### src/rtl/pas_pkg.sv
// Shared types and codes of the priority aging process scheduler.
package pas_pkg;

    localparam int DEF_MAX_PROCESSES = 16;

    localparam int PID_W   = 16;
    localparam int PRIO_W  = 8;
    localparam int TICK_W  = 24;
    localparam int QUANT_W = 16;
    localparam int LIMIT_W = QUANT_W + PRIO_W + 1;

    localparam logic [1:0] KIND_CREATE = 2'd0;
    localparam logic [1:0] KIND_TICK   = 2'd1;
    localparam logic [1:0] KIND_EXIT   = 2'd2;

    localparam logic [1:0] MODE_FCFS = 2'd0;
    localparam logic [1:0] MODE_RR   = 2'd1;
    localparam logic [1:0] MODE_PRIO = 2'd2;

    localparam logic [1:0] CFG_MODE    = 2'd0;
    localparam logic [1:0] CFG_QUANTUM = 2'd1;
    localparam logic [1:0] CFG_MAX_PRI = 2'd2;

    typedef struct packed {
        logic [1:0]        kind;
        logic [PRIO_W-1:0] priority_req;
    } t_in;

    typedef struct packed {
        logic              running_valid;
        logic [PID_W-1:0]  running_pid;
        logic [PRIO_W-1:0] running_priority;
        logic              switched;
        logic              rejected;
    } t_out;

    typedef struct packed {
        logic [PID_W-1:0]  pid;
        logic [PRIO_W-1:0] prio;
    } t_slot;

endpackage

### src/rtl/priority_aging_process_scheduler_core.sv
// Top level of the priority aging process scheduler: sequencer, registers and table.
//
//   channel | direction | handshake                  | beat
//   in      | input     | i_in_valid / o_in_stall    | t_in  (kind, priority_req)
//   out     | output    | o_out_valid / i_out_stall  | t_out (running state, flags)
//   cfg     | input     | i_cfg_we                   | i_cfg_idx, i_cfg_data
//
// One beat at a time; the table port moves one entry at a time, read and then written.
// Create: appended; in priority mode each entry is scanned with a read and a compare,
// then the later entries shifted with a read and a write each, or the scan runs off the end.
// Tick: in priority mode a table read, a limit multiply and a compare.
// Exit: later entries read and shifted down. Rejected create or empty op: output read only.
// Synchronous active-low reset clears counters and config; the table needs none.
// A stalled output beat holds while the next input beat is already accepted.
module priority_aging_process_scheduler_core #(
    parameter int MAX_PROCESSES = pas_pkg::DEF_MAX_PROCESSES
) (
    input  logic         i_clk,
    input  logic         i_rst_n,
    input  logic         i_in_valid,
    output logic         o_in_stall,
    input  pas_pkg::t_in i_in_data,
    output logic         o_out_valid,
    input  logic         i_out_stall,
    output pas_pkg::t_out o_out_data,
    input  logic         i_cfg_we,
    input  logic [1:0]   i_cfg_idx,
    input  logic [15:0]  i_cfg_data
);
    import pas_pkg::*;

    localparam int IDX_W = $clog2(MAX_PROCESSES);
    localparam int CNT_W = $clog2(MAX_PROCESSES + 1);

    localparam logic [3:0] S_IDLE     = 4'd0;
    localparam logic [3:0] S_SCAN_RD  = 4'd1;
    localparam logic [3:0] S_SCAN_CMP = 4'd2;
    localparam logic [3:0] S_SHIFT_RD = 4'd3;
    localparam logic [3:0] S_SHIFT_WR = 4'd4;
    localparam logic [3:0] S_INSERT   = 4'd5;
    localparam logic [3:0] S_TICK_MUL = 4'd6;
    localparam logic [3:0] S_TICK_CMP = 4'd7;
    localparam logic [3:0] S_EXIT_RD  = 4'd8;
    localparam logic [3:0] S_EXIT_WR  = 4'd9;
    localparam logic [3:0] S_OUT_RD   = 4'd10;
    localparam logic [3:0] S_FINISH   = 4'd11;

    logic [3:0]         r_state, n_state;
    logic [1:0]         r_mode;
    logic [QUANT_W-1:0] r_quantum;
    logic [PRIO_W-1:0]  r_max_pri;
    logic [CNT_W-1:0]   r_count, n_count;
    logic [IDX_W-1:0]   r_cur, n_cur;
    logic [TICK_W-1:0]  r_tick, n_tick;
    logic [PID_W-1:0]   r_next_pid, n_next_pid;
    logic [IDX_W-1:0]   r_pos, n_pos;
    logic [IDX_W-1:0]   r_sh, n_sh;
    logic [PRIO_W-1:0]  r_prio, n_prio;
    t_slot              r_word, n_word;
    logic [LIMIT_W-1:0] r_limit, n_limit;
    logic               r_switched, n_switched;
    logic               r_rejected, n_rejected;
    logic               r_out_valid;
    t_out               r_out;

    logic               mem_we;
    logic [IDX_W-1:0]   mem_waddr;
    t_slot              mem_wdata;
    logic [IDX_W-1:0]   mem_raddr;
    t_slot              mem_rdata;

    logic               in_fire;
    logic               out_load;
    logic [CNT_W-1:0]   cur_p1;
    logic [IDX_W-1:0]   cur_adv;
    logic [TICK_W-1:0]  tick_inc;
    logic [CNT_W-1:0]   cnt_m1;
    logic [CNT_W-1:0]   sh_p1;
    logic [PRIO_W-1:0]  clamped;

    pas_mem #(
        .DEPTH (MAX_PROCESSES)
    ) u_mem (
        .i_clk   (i_clk),
        .i_we    (mem_we),
        .i_waddr (mem_waddr),
        .i_wdata (mem_wdata),
        .i_raddr (mem_raddr),
        .o_rdata (mem_rdata)
    );

    assign in_fire  = i_in_valid && !o_in_stall;
    assign out_load = (r_state == S_FINISH) && (!r_out_valid || !i_out_stall);
    assign cur_p1   = CNT_W'(r_cur) + CNT_W'(1);
    assign cur_adv  = (cur_p1 >= r_count) ? '0 : cur_p1[IDX_W-1:0];
    assign tick_inc = (r_tick == '1) ? r_tick : r_tick + TICK_W'(1);
    assign cnt_m1   = r_count - CNT_W'(1);
    assign sh_p1    = CNT_W'(r_sh) + CNT_W'(1);
    assign clamped  = (i_in_data.priority_req > r_max_pri) ? r_max_pri
                                                           : i_in_data.priority_req;

    always_comb begin
        n_state    = r_state;
        n_count    = r_count;
        n_cur      = r_cur;
        n_tick     = r_tick;
        n_next_pid = r_next_pid;
        n_pos      = r_pos;
        n_sh       = r_sh;
        n_prio     = r_prio;
        n_word     = r_word;
        n_limit    = r_limit;
        n_switched = r_switched;
        n_rejected = r_rejected;
        mem_we     = 1'b0;
        mem_waddr  = r_pos;
        mem_wdata  = mem_rdata;
        mem_raddr  = r_cur;

        unique case (r_state)
            S_IDLE: begin
                if (in_fire) begin
                    n_switched = 1'b0;
                    n_rejected = 1'b0;
                    n_state    = S_OUT_RD;
                    if (i_in_data.kind == KIND_CREATE) begin
                        n_prio = clamped;
                        if (r_count == CNT_W'(MAX_PROCESSES)) begin
                            n_rejected = 1'b1;
                        end else if (r_mode == MODE_PRIO) begin
                            n_pos   = '0;
                            n_state = S_SCAN_RD;
                        end else begin
                            n_pos   = r_count[IDX_W-1:0];
                            n_state = S_INSERT;
                        end
                    end else if (i_in_data.kind == KIND_TICK && r_count != '0) begin
                        if (r_mode == MODE_RR) begin
                            n_tick = tick_inc;
                            if (tick_inc >= TICK_W'(r_quantum) && r_count > CNT_W'(1)) begin
                                n_cur      = cur_adv;
                                n_tick     = '0;
                                n_switched = 1'b1;
                            end
                        end else if (r_mode == MODE_PRIO) begin
                            n_tick    = tick_inc;
                            mem_raddr = r_cur;
                            n_state   = S_TICK_MUL;
                        end
                    end else if (i_in_data.kind == KIND_EXIT && r_count != '0) begin
                        n_sh    = r_cur;
                        n_state = S_EXIT_RD;
                    end
                end
            end
            S_SCAN_RD: begin
                if (CNT_W'(r_pos) == r_count) begin
                    n_state = S_INSERT;
                end else begin
                    mem_raddr = r_pos;
                    n_state   = S_SCAN_CMP;
                end
            end
            S_SCAN_CMP: begin
                if (r_prio <= mem_rdata.prio) begin
                    n_pos   = r_pos + IDX_W'(1);
                    n_state = S_SCAN_RD;
                end else begin
                    n_sh    = r_count[IDX_W-1:0];
                    n_state = S_SHIFT_RD;
                end
            end
            S_SHIFT_RD: begin
                mem_raddr = r_sh - IDX_W'(1);
                n_state   = S_SHIFT_WR;
            end
            S_SHIFT_WR: begin
                mem_we    = 1'b1;
                mem_waddr = r_sh;
                mem_wdata = mem_rdata;
                n_sh      = r_sh - IDX_W'(1);
                n_state   = (r_sh - IDX_W'(1) == r_pos) ? S_INSERT : S_SHIFT_RD;
            end
            S_INSERT: begin
                mem_we         = 1'b1;
                mem_waddr      = r_pos;
                mem_wdata.pid  = r_next_pid;
                mem_wdata.prio = r_prio;
                n_next_pid     = r_next_pid + PID_W'(1);
                n_count        = r_count + CNT_W'(1);
                n_switched     = (r_count == '0);
                if (r_count != '0 && r_pos <= r_cur) begin
                    n_cur = r_cur + IDX_W'(1);
                end
                n_state = S_OUT_RD;
            end
            S_TICK_MUL: begin
                n_word  = mem_rdata;
                n_limit = LIMIT_W'(r_quantum) *
                          LIMIT_W'(9'(mem_rdata.prio) + 9'd1);
                n_state = S_TICK_CMP;
            end
            S_TICK_CMP: begin
                if (LIMIT_W'(r_tick) >= r_limit) begin
                    if (r_word.prio != '0) begin
                        mem_we         = 1'b1;
                        mem_waddr      = r_cur;
                        mem_wdata.pid  = r_word.pid;
                        mem_wdata.prio = r_word.prio - PRIO_W'(1);
                    end
                    n_tick = '0;
                    if (r_count > CNT_W'(1)) begin
                        n_cur      = cur_adv;
                        n_switched = 1'b1;
                    end
                end
                n_state = S_OUT_RD;
            end
            S_EXIT_RD: begin
                if (sh_p1 >= r_count) begin
                    n_count    = cnt_m1;
                    n_switched = (cnt_m1 != '0);
                    if (CNT_W'(r_cur) >= cnt_m1) begin
                        n_cur = '0;
                    end
                    n_state = S_OUT_RD;
                end else begin
                    mem_raddr = sh_p1[IDX_W-1:0];
                    n_state   = S_EXIT_WR;
                end
            end
            S_EXIT_WR: begin
                mem_we    = 1'b1;
                mem_waddr = r_sh;
                mem_wdata = mem_rdata;
                n_sh      = r_sh + IDX_W'(1);
                n_state   = S_EXIT_RD;
            end
            S_OUT_RD: begin
                n_state = S_FINISH;
            end
            S_FINISH: begin
                if (out_load) begin
                    n_state = S_IDLE;
                end
            end
            default: begin
                n_state = S_IDLE;
            end
        endcase
    end

    always_ff @(posedge i_clk) begin
        if (!i_rst_n) begin
            r_state     <= S_IDLE;
            r_mode      <= MODE_FCFS;
            r_quantum   <= QUANT_W'(10);
            r_max_pri   <= PRIO_W'(99);
            r_count     <= '0;
            r_cur       <= '0;
            r_tick      <= '0;
            r_next_pid  <= '0;
            r_out_valid <= 1'b0;
        end else begin
            r_state    <= n_state;
            r_count    <= n_count;
            r_cur      <= n_cur;
            r_tick     <= n_tick;
            r_next_pid <= n_next_pid;
            if (i_cfg_we) begin
                unique case (i_cfg_idx)
                    CFG_MODE:    r_mode    <= i_cfg_data[1:0];
                    CFG_QUANTUM: r_quantum <= i_cfg_data;
                    CFG_MAX_PRI: r_max_pri <= i_cfg_data[PRIO_W-1:0];
                    default: ;
                endcase
            end
            if (out_load) begin
                r_out_valid <= 1'b1;
            end else if (!i_out_stall) begin
                r_out_valid <= 1'b0;
            end
        end
    end

    always_ff @(posedge i_clk) begin
        r_pos      <= n_pos;
        r_sh       <= n_sh;
        r_prio     <= n_prio;
        r_word     <= n_word;
        r_limit    <= n_limit;
        r_switched <= n_switched;
        r_rejected <= n_rejected;
        if (out_load) begin
            r_out.running_valid    <= (r_count != '0);
            r_out.running_pid      <= (r_count != '0) ? mem_rdata.pid : '0;
            r_out.running_priority <= (r_count != '0) ? mem_rdata.prio : '0;
            r_out.switched         <= r_switched;
            r_out.rejected         <= r_rejected;
        end
    end

    assign o_in_stall  = (r_state != S_IDLE);
    assign o_out_valid = r_out_valid;
    assign o_out_data  = r_out;

endmodule

### src/rtl/pas_mem.sv
// Process table memory: one write port, one registered read port.
module pas_mem #(
    parameter int DEPTH = pas_pkg::DEF_MAX_PROCESSES
) (
    input  logic                     i_clk,
    input  logic                     i_we,
    input  logic [$clog2(DEPTH)-1:0] i_waddr,
    input  pas_pkg::t_slot           i_wdata,
    input  logic [$clog2(DEPTH)-1:0] i_raddr,
    output pas_pkg::t_slot           o_rdata
);
    import pas_pkg::*;

    t_slot r_mem [DEPTH];
    t_slot r_rdata;

    always_ff @(posedge i_clk) begin
        if (i_we) begin
            r_mem[i_waddr] <= i_wdata;
        end
        r_rdata <= r_mem[i_raddr];
    end

    assign o_rdata = r_rdata;

endmodule

### config.mk
export PLATFORM = sky130hd
export DESIGN_NAME = priority_aging_process_scheduler_core
export DESIGN_NICKNAME = d
export VERILOG_FILES = /design/src/rtl/pas_pkg.sv /design/src/rtl/priority_aging_process_scheduler_core.sv /design/src/rtl/pas_mem.sv
export SDC_FILE = /design/constraint.sdc
export NUM_CORES = 1
export LEC_CHECK = 0
export BUFFER_PORTS_ARGS = -buffer_cell sky130_fd_sc_hd__buf_2
export CORE_MARGIN = 1
export CORE_UTILIZATION = 40
export CTS_BUF_LIST = sky130_fd_sc_hd__clkbuf_16
export DETAILED_ROUTE_END_ITERATION = 10
export PLACE_DENSITY_LB_ADDON = 0.08
export RECOVER_POWER = 25
export SYNTH_ARGS = -nofsm -noshare
export SYNTH_HDL_FRONTEND = slang
export SYNTH_SLANG_ARGS = --single-unit
### constraint.sdc
create_clock -name i_clk -period 6.1 [get_ports i_clk]
set_input_delay 0.305 -clock i_clk [delete_from_list [all_inputs] [get_ports i_clk]]
set_output_delay 0.305 -clock i_clk [all_outputs]
set_load 0.01 [all_outputs]
### After elaboration in Yosys (flattened, before gate mapping)

Memories as Yosys holds them, arrays and structs flattened. A register that Yosys moved wholly into a read port is not among the register bits.
Cells that the tools add are included.

| storage, ports and cells | value |
|---|---|
| register bits after elaboration | 174 |
| RAM bits | 384 |
| input bits | 33 |
| output and inout port bits | 29 |
| logic and storage cells | 199 |
| memories kept | 1 |

| operators by class | value |
|---|---|
| add/sub/neg operators | 12 |
| multiply operators | 1 |
| magnitude comparators | 9 |
| eq/ne operators | 40 |
| muxes and demuxes | 76 |
| reductions and logical operators | 38 |

Memories:

| memory | words | bits a word | read ports | clocked after Yosys merged registers in | write ports | RTL line | RTL |
|---|---|---|---|---|---|---|---|
| u_mem.r_mem | 16 | 24 | 1 | 1 | 1 | pas_mem.sv:14 | `t_slot r_mem [DEPTH];` |

Operators by type and width:

| cell | count |
|---|---|
| $mux W24 | 10 |
| $mux W4 | 32 |
| $pmux W24 S2 | 2 |
| $pmux W4 S11 | 1 |
| $ne A2 B2 Y1 const B | 17 |
| $pmux W4 S4 | 2 |
| $ge A24 B25 Y1 | 1 |
| $mul A16 B9 Y25 | 1 |
| $add A24 B1 Y24 const B | 1 |
| $eq A24 B24 Y1 const B | 1 |
| $ge A24 B16 Y1 | 1 |
| $add A16 B1 Y16 const B | 1 |
| $eq A4 B3 Y1 const B | 4 |
| $eq A4 B4 Y1 const B | 4 |
| $pmux W4 S2 | 2 |
| $mux W1 | 15 |
| $add A4 B1 Y4 const B | 3 |
| $pmux W4 S3 | 1 |
| $reduce_and A2 Y1 | 6 |
| $reduce_and A6 Y1 | 2 |
| $reduce_bool A4 Y1 | 3 |
| $reduce_and A11 Y1 | 1 |
| $add A4 B1 Y5 const B | 2 |
| $ge A5 B5 Y1 | 2 |
| 39 further kinds | 61 |

### Logic depth before layout (Yosys ltp)

Gate-level depths: netlist of the first run.

| logic depth | value |
|---|---|
| depth after elaboration | 10 |
| gate-level depth with buffers | 23 |
| gate-level depth less buffers | 23 |

### By module

A second synthesis of the first run with hierarchy kept.

| unflattened totals | value |
|---|---|
| cell total of the unflattened synthesis | 2370 |
| area total of the unflattened synthesis | 30246.5 um^2 |

Modules (own cells, without submodules):

| module | instances | cells each | area an instance (um^2) | seq. area each (um^2) |
|---|---|---|---|---|
| priority_aging_process_scheduler_core | 1 | 1734 | 15315.9 | 4424.2 |
| pas_mem | 1 | 636 | 14930.6 | 12011.5 |

### Least setup slack after synthesis of the first run

OpenSTA, ideal clock, no wires.

| timing | value |
|---|---|
| path kind | flip-flop to flip-flop |
| from | reg, netlist name u_mem.o_rdata[1] |
| to | reg r_limit[24] (data pin) |
| setup time | 0.260 ns |
| arrival time | 5.538 ns |
| data required time | 5.840 ns |
| slack | 0.302 ns |
| stages on the path, launching flop included | 23 |
| path through | dfxtp_1 -> ha_1 -> nand3_1 -> nor4_1 -> clkbuf_1 -> nand2_1 -> fa_1 -> fa_1 -> inv_1 -> fa_1 -> inv_1 -> fa_1 -> inv_1 -> ha_1 -> o21a_1 -> o31a_1 -> o311ai_0 -> a21oi_1 -> nor2_1 -> a311oi_1 -> o21a_1 -> o22ai_1 -> xnor2_1 |

| on the way | value |
|---|---|
| word-level cells in the longest chain between the ends | 2 |

RTL lines:

| what | RTL line | RTL |
|---|---|---|
| $add A8 B1 Y9 | priority_aging_process_scheduler_core.sv:200 | `LIMIT_W'(9'(mem_rdata.prio) + 9'd1);` |
| $mul A16 B9 Y25 | priority_aging_process_scheduler_core.sv:199 | `n_limit = LIMIT_W'(r_quantum) *` |
| end signal, assigned | priority_aging_process_scheduler_core.sv:291 | `r_limit <= n_limit;` |
| end, declared | priority_aging_process_scheduler_core.sv:60 | `logic [LIMIT_W-1:0] r_limit, n_limit;` |

No other way between the ends.
A chain may end at the register's enable or synchronous reset.

### Worst setup path in the final report of the first run

| timing | value |
|---|---|
| from | reg, netlist name u_mem.o_rdata[4] |
| to | reg r_limit[24] (data pin) |

| on the way | value |
|---|---|
| word-level cells in the longest chain between the ends | 2 |

RTL lines:

| what | RTL line |
|---|---|
| $add A8 B1 Y9 | priority_aging_process_scheduler_core.sv:200 |
| $mul A16 B9 Y25 | priority_aging_process_scheduler_core.sv:199 |

No other way between the ends.

==> out/summary.md, run 1 <==
At the later pin of the worst-skew pair, clock insertion delay measures 0.62 ns. The final weighted congestion of routability-driven global placement came out at 0.898. Count of buffers inserted at the top-level ports: 61. Transition at the pin with the smallest max-transition slack: 1.31 ns. The area growth from synthesis to final layout is 13.7%.

The tools report the wire length reported by the detailed router as 85600 um. Proportion of register bits with asynchronous set or reset after synthesis: 0%. The gate count of the mapped netlist came out at 2624.

The post-route netlist has 10.7% of its cells at a drive strength greater than 1. Detailed routing inserted a total of 20500 vias. The kind of start point of the critical path was a flip-flop. The run finished with clean final reports. After detailed routing, the wire length on met1 is 37600 um. For the initial antenna violation count, the log shows 3. Total met3 wirelength after detailed routing: 3180 um. STA classifies the critical path endpoint as a flip-flop. The final max-slew violation count was 0. The most used flip-flop cell after synthesis is edfxtp_1. Counting flops with a built-in enable in the synthesized netlist gives 478. Clock tree synthesis inserted a total of 68 buffers. In this run the power spent charging and discharging nets is 5.65 mW. Static timing analysis puts the maximum clock frequency at 169 MHz. Per report_power, the combinational group accounts for 38.7% of the total. The combined global-route utilization of all metal layers came out at 22.3%.

The pin count of the biggest net entering global routing is 76, and the synthesized-area fraction occupied by and/or/nand/nor cells is 12.3%. The number of failing hold endpoints at the final stage was 0. The count of clock tree sinks is 582, and the xor/xnor share of the synthesized area is 2.14%.

Counting distinct cell types in the post-synthesis netlist gives 72. In this run switching power makes up 37.5% of total power. In this run, the clock network consumes 25.8% of the power. The run gives 6.46 ns as the endpoint required time on the critical path. The met2 layer wire length in the routed design is 42800 um. Setup repair after global routing could not meet its margin everywhere. The die height is 279 um, and the net count after synthesis is 2889. After floorplanning, the core was sized to cover 0.0759 mm2. In this run the biggest area consumer among cell types represents 46.8% of the synthesized area.

The tool flagged a number of max-cap violations equal to 0. The data arrival time at the worst-slack endpoint came out at 6.28 ns. Counting instances, the worst hold path has a depth of 3.

The fraction of the cycle the final worst path needs came out at 97.0%. For the first-pass detailed-route iteration total, the log shows 5. The final standard cell utilization of the core is 45.9%, and the via count normalized by instance count is 5.38. The tools report the internal power component as 9.44 mW. Average cell area after synthesis: 11.7 um2.

The biggest area contributor in the post-synthesis netlist is edfxtp_1. For this run the aggregate overflow at the end of global routing stands at 0. The reg-to-reg setup timing slack was 0.18 ns; the via count of the first global-routing pass was 20800.

Signal routing reaches up to met5. For this run, the number of standard cells in the final layout without fillers is 3809. In this run the horizontal extent of the chip is 279 um. The areal power density over the cells was 433 mW/mm2. The number of flip-flops and latches in the synthesized netlist works out to 582. The launch instance of the worst min-delay path was i_cfg_data[0].

The clock period could shrink to 5.92 ns. The first global-routing pass estimated 130000 um of wire. The adder and majority cell fraction of the synthesized area is 11.9%, and the count of pins on the block boundary is 62.

The tools report the root buffer selected by CTS as clkbuf_16. The detailed router finished its first iteration with 1197 violations. The startpoint identified for the worst register-to-register timing path is u_mem.o_rdata[4].

The number of cells traversed by the worst register-to-register path is 22, and the row count is 101. Yosys attributes the largest share of cell area to edfxtp_1, dfxtp_1, fa_1, mux2i_1, ha_1. The complex-gate fraction of the synthesized area was 8.92%. The worst max-slew margin expressed relative to the limit came out at 12.5%. The maximum level of the CTS H-tree was 3.

The worst-case IR drop observed on VDD is 0.000243 V. TritonCTS built the clock tree. After clock tree synthesis, the clock-pin slew on the worst setup and hold paths is 0.05 ns. The tools report the total power as 15.1 mW. The largest family of logic cells by synthesized area is simple AND/OR/NAND/NOR gates. In this run the deepest clock path goes through 3 buffers. By instance count, the leading cell after synthesis is edfxtp_1.

Setup violations remaining at the end of the flow were counted as 0. After detailed routing, the average wire length per cell comes to 22.5 um. After synthesis, flip-flops and latches occupy 53.6% of the total area.

For the final layout net count, the log shows 2987. Endpoint of the worst register-to-register path: r_limit[24]. The clock arrives with 0.0311 ns of skew. The analysis attributes to cell leakage a power of 13.2 nW.

The initial utilization of the core area, before any placement, comes to 40.4%. Power share of the sequential group: 35.4%. The classification of the worst setup path was flip-flop to flip-flop. The number of placed instances, taps included, is 3670. The worst hold path terminates at r_max_pri[0]. Once placement finished, the instance area stood at 0.0326 mm2. The path class of the lowest-slack min-delay path is input port to flip-flop. Sorting the synthesized cells by how often they occur yields edfxtp_1, nand2_1, inv_1, nor2_1, mux2i_1. The count of warnings emitted by yosys was 0; the remaining routing DRC violations was 0. The combined area of all synthesized cells is 0.0307 mm2.

Biggest fanout along the worst timing path: 15. The finished cells cover 0.0349 mm2. The portion of synthesized area spent on multiplexers is 6.80%. The die covers 0.0778 mm2. The detailed placer's ending HPWL came out at 57400 um.

For the antenna violation net count after detailed routing, the log shows 0.
## critical path, cell delays in order (launching register included)
cell and delay, ns:
dfxtp_1 0.32, clkbuf_1 0.27, inv_1 0.20, xnor2_1 0.35, buf_12 0.20, nor2_1 0.07, fa_1 0.43, fa_1 0.54
inv_1 0.05, fa_1 0.47, fa_1 0.55, inv_1 0.04, ha_1 0.33, o21a_1 0.18, o31a_1 0.15, o311ai_2 0.39
buf_4 0.19, a21oi_2 0.06, nor2_1 0.21, a311oi_2 0.16, o21a_1 0.23, o22ai_1 0.19, xnor2_1 0.09
## power by group through the flow
| stage | clock (mW) | sequential [mW] | combinational, mW |
|---|---|---|---|
| 6_report | 3.90 | 5.35 | 5.84 |
| 5_1_grt | 4.15 | 5.38 | 6.51 |
| 4_1_cts | 4.00 | 5.35 | 5.93 |
| 3_5_place_dp | 0 | 5.43 | 5.89 |
| 3_3_place_gp | 0 | 5.42 | 5.83 |
| 2_1_floorplan | 0 | 5.31 | 3.97 |
## how the worst max path moves through the flow
stage	end	slack, ns	startpoint
after global placement	r_limit[24]	-0.02	u_mem.o_rdata[1]
after CTS	r_limit[24]	0.05	u_mem.o_rdata[0]
after detailed placement	r_limit[24]	-0.09	u_mem.o_rdata[0]
final	r_limit[24]	0.18	u_mem.o_rdata[4]
after global routing	r_limit[24]	-0.14	u_mem.o_rdata[0]
after floorplan	r_limit[24]	0.30	u_mem.o_rdata[1]
## flip-flops by register name (all words and copies together), names as in the netlist, 2 cells and up
register and flops:
o_out_data 27, r_count 5, r_cur 4, r_limit 25, r_max_pri 8, r_mode 2
r_next_pid 16, r_pos 4, r_prio 8, r_quantum 16, r_sh 4, r_state 4
r_tick 24, r_word 24, u_mem.o_rdata 24, u_mem.r_mem 384
## metal layers
metal  up-vias  track usage, %
li1       9615               -
met5         -               0
met4         2            5.48
met1     10300            29.2
met3       121            2.88
met2       421            38.8
## per-stage QoR
step | hold slack [ns] | setup TNS, ns | setup WS (ns)
CTS | 0.0113 | 0 | 0.0465
floorplan | 0.400 | 0 | 0.302
finish | 0.0238 | 0 | 0.181
detailed placement | 0.450 | -0.103 | -0.0885
global placement | 0.450 | -0.0200 | -0.0200
global route | 0.0163 | -0.207 | -0.145
## what timing repair did
action	in CTS	in global routing
hold buffers	12	0
cloned	0	0
buffers inserted	0	0
gates resized for setup	1	7
setup endpoints to repair	2	5
hold endpoints to repair	13	0
## cell families (layout without fill, tap and decap cells)
| family | Yosys count | after routing |
|---|---|---|
| flops | 582 | 582 |
| simple gates | 802 | 802 |
| mux | 205 | 205 |
| buf+inv | 345 | 499 |
| compound gates | 383 | 383 |
| fa+ha+maj | 232 | 232 |
| other cells | 0 | 1 |
| xor+xnor | 75 | 75 |
## placed cells by master (no fill, tap or decap), types with 18 or more instances in the layout
| master | netlist | routed |
|---|---|---|
| a21boi_0 | 19 | 19 |
| a21o_1 | 18 | 18 |
| a21oi_1 | 81 | 79 |
| a221oi_1 | 31 | 30 |
| a222oi_1 | 18 | 18 |
| a31oi_1 | 35 | 35 |
| and2_1 | 69 | 69 |
| and3_1 | 18 | 18 |
| buf_2 | 18 | 61 |
| buf_4 | 1 | 66 |
| clkbuf_16 | 0 | 69 |
| clkinv_1 | 1 | 21 |
| dfxtp_1 | 104 | 104 |
| edfxtp_1 | 478 | 478 |
| fa_1 | 99 | 99 |
| ha_1 | 133 | 133 |
| inv_1 | 224 | 243 |
| mux2_2 | 26 | 26 |
| mux2i_1 | 178 | 178 |
| nand2_1 | 279 | 279 |
| nand2b_1 | 39 | 39 |
| nand3_1 | 66 | 66 |
| nor2_1 | 185 | 165 |
| nor2b_1 | 36 | 36 |
| nor3_1 | 36 | 35 |
| o21a_1 | 19 | 19 |
| o21ai_0 | 39 | 39 |
| o221ai_1 | 27 | 27 |
| xnor2_1 | 49 | 49 |
| xor2_1 | 26 | 26 |
## final cells by class
type	instances	area, um2
fillers	7012	41100
inverters	225	845
repair buffers	148	1000
well taps	1030	1290
clock buffers	69	1730
multi-input cells	1697	13100
diodes	1	2.50
flip-flops and latches	582	16400
clock inverters	57	440
Power figures use the tool's default switching activity.
==> run 2: changes to the inputs <==
--- a/config.mk
+++ b/config.mk
@@ -12,2 +12,3 @@
 export DETAILED_ROUTE_END_ITERATION = 10
+export GPL_TIMING_DRIVEN = 0
 export PLACE_DENSITY_LB_ADDON = 0.08
==> constraint.sdc (replaced) <==
create_clock -name i_clk -period 6.1 [get_ports i_clk]
set_input_delay 0.915 -clock i_clk [delete_from_list [all_inputs] [get_ports i_clk]]
set_output_delay 0.915 -clock i_clk [all_outputs]
set_load 0.01 [all_outputs]
==> out/summary.md, run 2 (synthesis results as in run 1) <==
The run finished with clean final reports. Final clock skew: 0.0237 ns (-0.00736 ns). The clock slew seen by the registers of the worst setup and hold paths works out to 0.06 ns (about the same). The diode insertion count for antenna repair was 0 (-1). The worst setup path is launched from a flip-flop.

From synthesis to final layout, the design area changed by 16.3%. The run gives 0.894 (-0.41%) as the final weighted congestion of routability-driven global placement. The capture point of the critical path is r_limit[24].

The transition at the pin with the smallest max-transition slack was 1.30 ns (-0.0169 ns); the worst max-slew margin expressed relative to the limit was 13.6% (+1.1 points). Post-layout worst setup margin: 0.189 ns (+0.00793 ns). The internal power component is 9.83 mW (+4.2%). For the maximum level of the CTS H-tree, the log shows 3 (unchanged).

The count of pins on the block boundary came out at 62 (unchanged). TritonCTS built the clock tree. The launch instance of the worst min-delay path was u_mem.o_rdata[13].

The maximum clock insertion buffer count is 3 (unchanged), and the die height is 279 um (unchanged). The combined global-route utilization of all metal layers is 23.9% (+1.7 points), and the final max-slew violation count is 0 (unchanged). The run gives 0 (-12) as the hold-fix buffer count after cts. The tools report the wire length reported by the detailed router as 91600 um (+7.0%).

Worst supply voltage drop on vdd: 0.000311 V (+28%). The kind of cell with the highest combined delay along the critical path is adder cells. The run gives 0.470 ns (+0.446 ns) as the hold slack. Setup repair after global routing could not meet its margin everywhere. The share of cells above drive strength 1 is 11.7% (+0.99 points).

Counting flops per register, the top entry is u_mem.r_mem. Endpoint of the worst register-to-register path: r_limit[24]. The via count of the first global-routing pass was 21200 (+2.3%); the remaining routing DRC violations was 0 (unchanged). The post-route minimum period came out at 5.91 ns (-0.00793 ns). The logs give 3053 (+2.2%) for the final layout net count and 1403 (+17%) for the number of DRC violations after detailed-routing iteration 0. The tools report the sum of negative setup slack as 0 ns (unchanged). Endpoint kind of the worst setup timing path: a flip-flop. The library cell used most frequently in the layout, excluding fill and tap cells, is edfxtp_1.

The logs give 0 (unchanged) for the number of failing hold endpoints at the final stage and 0 (unchanged) for the count of endpoints failing setup in the final report. In this design, the critical path's most frequently occurring cell is fa_1. The number of gates on the worst path with buffers counted was 21 (-4.5%). The first-pass detailed-route iteration total came out at 5 (unchanged). The detailed placer's ending HPWL was 67000 um (+17%); the area occupied by registers was 0.0165 mm2 (about the same). The flip-flop count of the largest register after layout was 384 (unchanged); the global route total overflow was 0 (unchanged).

Max-cap violation count: 0 (unchanged). The tools report the net switching power as 6.03 mW (+6.7%). Timing-limited maximum frequency: 169 MHz (+0.13%). The cell with the biggest individual delay on the critical path was fa_1. The tools report the first-pass GRT wire length as 137000 um (+5.3%).

The classification of the worst setup path was flip-flop to flip-flop. In this run the worst hold path is classified as flip-flop to flip-flop. The relative contribution of the clock network to total power is 26.4% (+0.6 points).

Count of clock tree sinks: 582 (unchanged). The worst-case setup slack after placement was -1.72 ns (-1.63 ns); the overall via count from detail_route was 20700 (+0.98%). The logs give 13.4 nW (+1.5%) for the leakage component of the power and 101 (unchanged) for the row count. The logs give 0.19 ns (about the same) for the reg-to-reg setup timing slack and 33.9% (-1.5 points) for the power share of the sequential group. The areal power density over the cells came out at 445 mW/mm2 (+2.8%). The top cell types in the final layout, fill and taps aside, are edfxtp_1, nand2_1, inv_1, mux2i_1, nor2_1. The pin count of the biggest net entering global routing is 27 (-64%), and the insertion delay to the later sink of the worst-skew pair is 0.62 ns (about the same). The number of cells traversed by the worst register-to-register path is 21 (-4.5%). CTS buffer count: 69 (+1.5%). Tracing the worst setup path back leads to its startpoint at u_mem.o_rdata[1].

Count of buffers inserted at the top-level ports: 59 (-3.3%). The logs give 39.7% (+1.0 points) for the combinational cell fraction of total power and 1 (-2) for the initial antenna violation count. The tools report the total die area as 0.0778 mm2 (unchanged). The tools report the reg-to-reg startpoint as u_mem.o_rdata[1]. The biggest fanout along the worst timing path came out at 10 (-5). The total of fill cells in the finished design was 6943 (-0.98%). The fraction of the cycle the final worst path needs came out at 96.9% (-0.13 points).

In this run the clock root is driven by a clkbuf_16. The die span in x is 279 um (unchanged). The initial standard-cell utilization of the core is 40.4% (unchanged). The antenna violation net count after detailed routing is 0 (unchanged), and the via count normalized by instance count is 5.34 (-0.66%).

The routed length per placed instance came out at 23.7 um (+5.3%). The switching part of the total power is 38.0% (+0.58 points). The run gives 0.0759 mm2 (unchanged) as the area of the core. The total area of multi-input combinational cells was 0.0134 mm2 (+1.8%); the data arrival time at the worst-slack endpoint was 6.27 ns (about the same). The endpoint required time on the critical path was 6.46 ns (about the same).

The run gives 47.0% (+1.0 points) as the final standard cell utilization of the core. The maximum single-stage delay on the critical path is 0.55 ns (about the same). Traced cell by cell, the critical path runs through and3_4, nand3_4, xnor2_4, clkbuf_4, nor2_1, fa_1, fa_1, inv_1, fa_1, fa_1, inv_1, ha_1, o21a_1, o31a_1, o311ai_4, a21oi_2, nor2_2, a311oi_2, o21a_1, o22ai_2, xnor2_1. The number of buffer and inverter instances along the worst setup path is 3 (-3).
==> run 2: worst min path at each step <==
| stage | to | slack [ns] | cells after the start |
|---|---|---|---|
| finish | r_word[13] | 0.47 | 0 |
| global route | r_word[13] | 0.48 | 0 |
| CTS | r_word[13] | 0.47 | 0 |
| detailed placement | r_word[2] | 0.44 | 0 |
| global placement | r_word[2] | 0.43 | 0 |
| floorplan | o_out_data[0] | 0.40 | 0 |
==> run 2: final cells by class <==
| type | instances | area share [%] |
|---|---|---|
| plain buffers | 118 | 1.47 |
| clock buffers | 69 | 4.84 |
| clock inverters | 56 | 1.59 |
| inverters | 225 | 2.38 |
| multi-input cells | 1697 | 37.5 |
| flip-flops and latches | 582 | 46.1 |
| well taps | 1030 | 3.61 |
| repair buffers | 95 | 2.48 |
==> run 2: repair_timing <==
action,4_1_cts,5_1_grt
setup endpoints to repair,14,7
buffers inserted,5,10
pin swaps,3,15
gates resized for setup,54,25
==> run 2: power by group through the flow <==
stage,logic [mW],clock network [mW],registers (mW)
finish,6.29,4.19,5.37
global route,6.96,4.43,5.40
CTS,6.17,4.28,5.36
detailed placement,5.95,0,5.42
global placement,5.80,0,5.43
floorplan,3.97,0,5.31
==> run 2: through the flow <==
step | std cells | area, um2 | power [mW]
6_report | 3872 | 35700 | 15.9
3_5_place_dp | 3733 | 32900 | 11.4
2_1_floorplan | 2624 | 30700 | 9.28
5_1_grt | 3872 | 35700 | 16.8
4_1_cts | 3862 | 35500 | 15.8
3_3_place_gp | 3713 | 32300 | 11.2
==> run 2: per-layer routing <==
metal	share of wire, %	track usage, %	wire (um)
met4	2.7	7.09	2510
met3	3.8	3.05	3440
met1	43	30.7	39400
met2	51	42.2	46300
met5	0	0	0
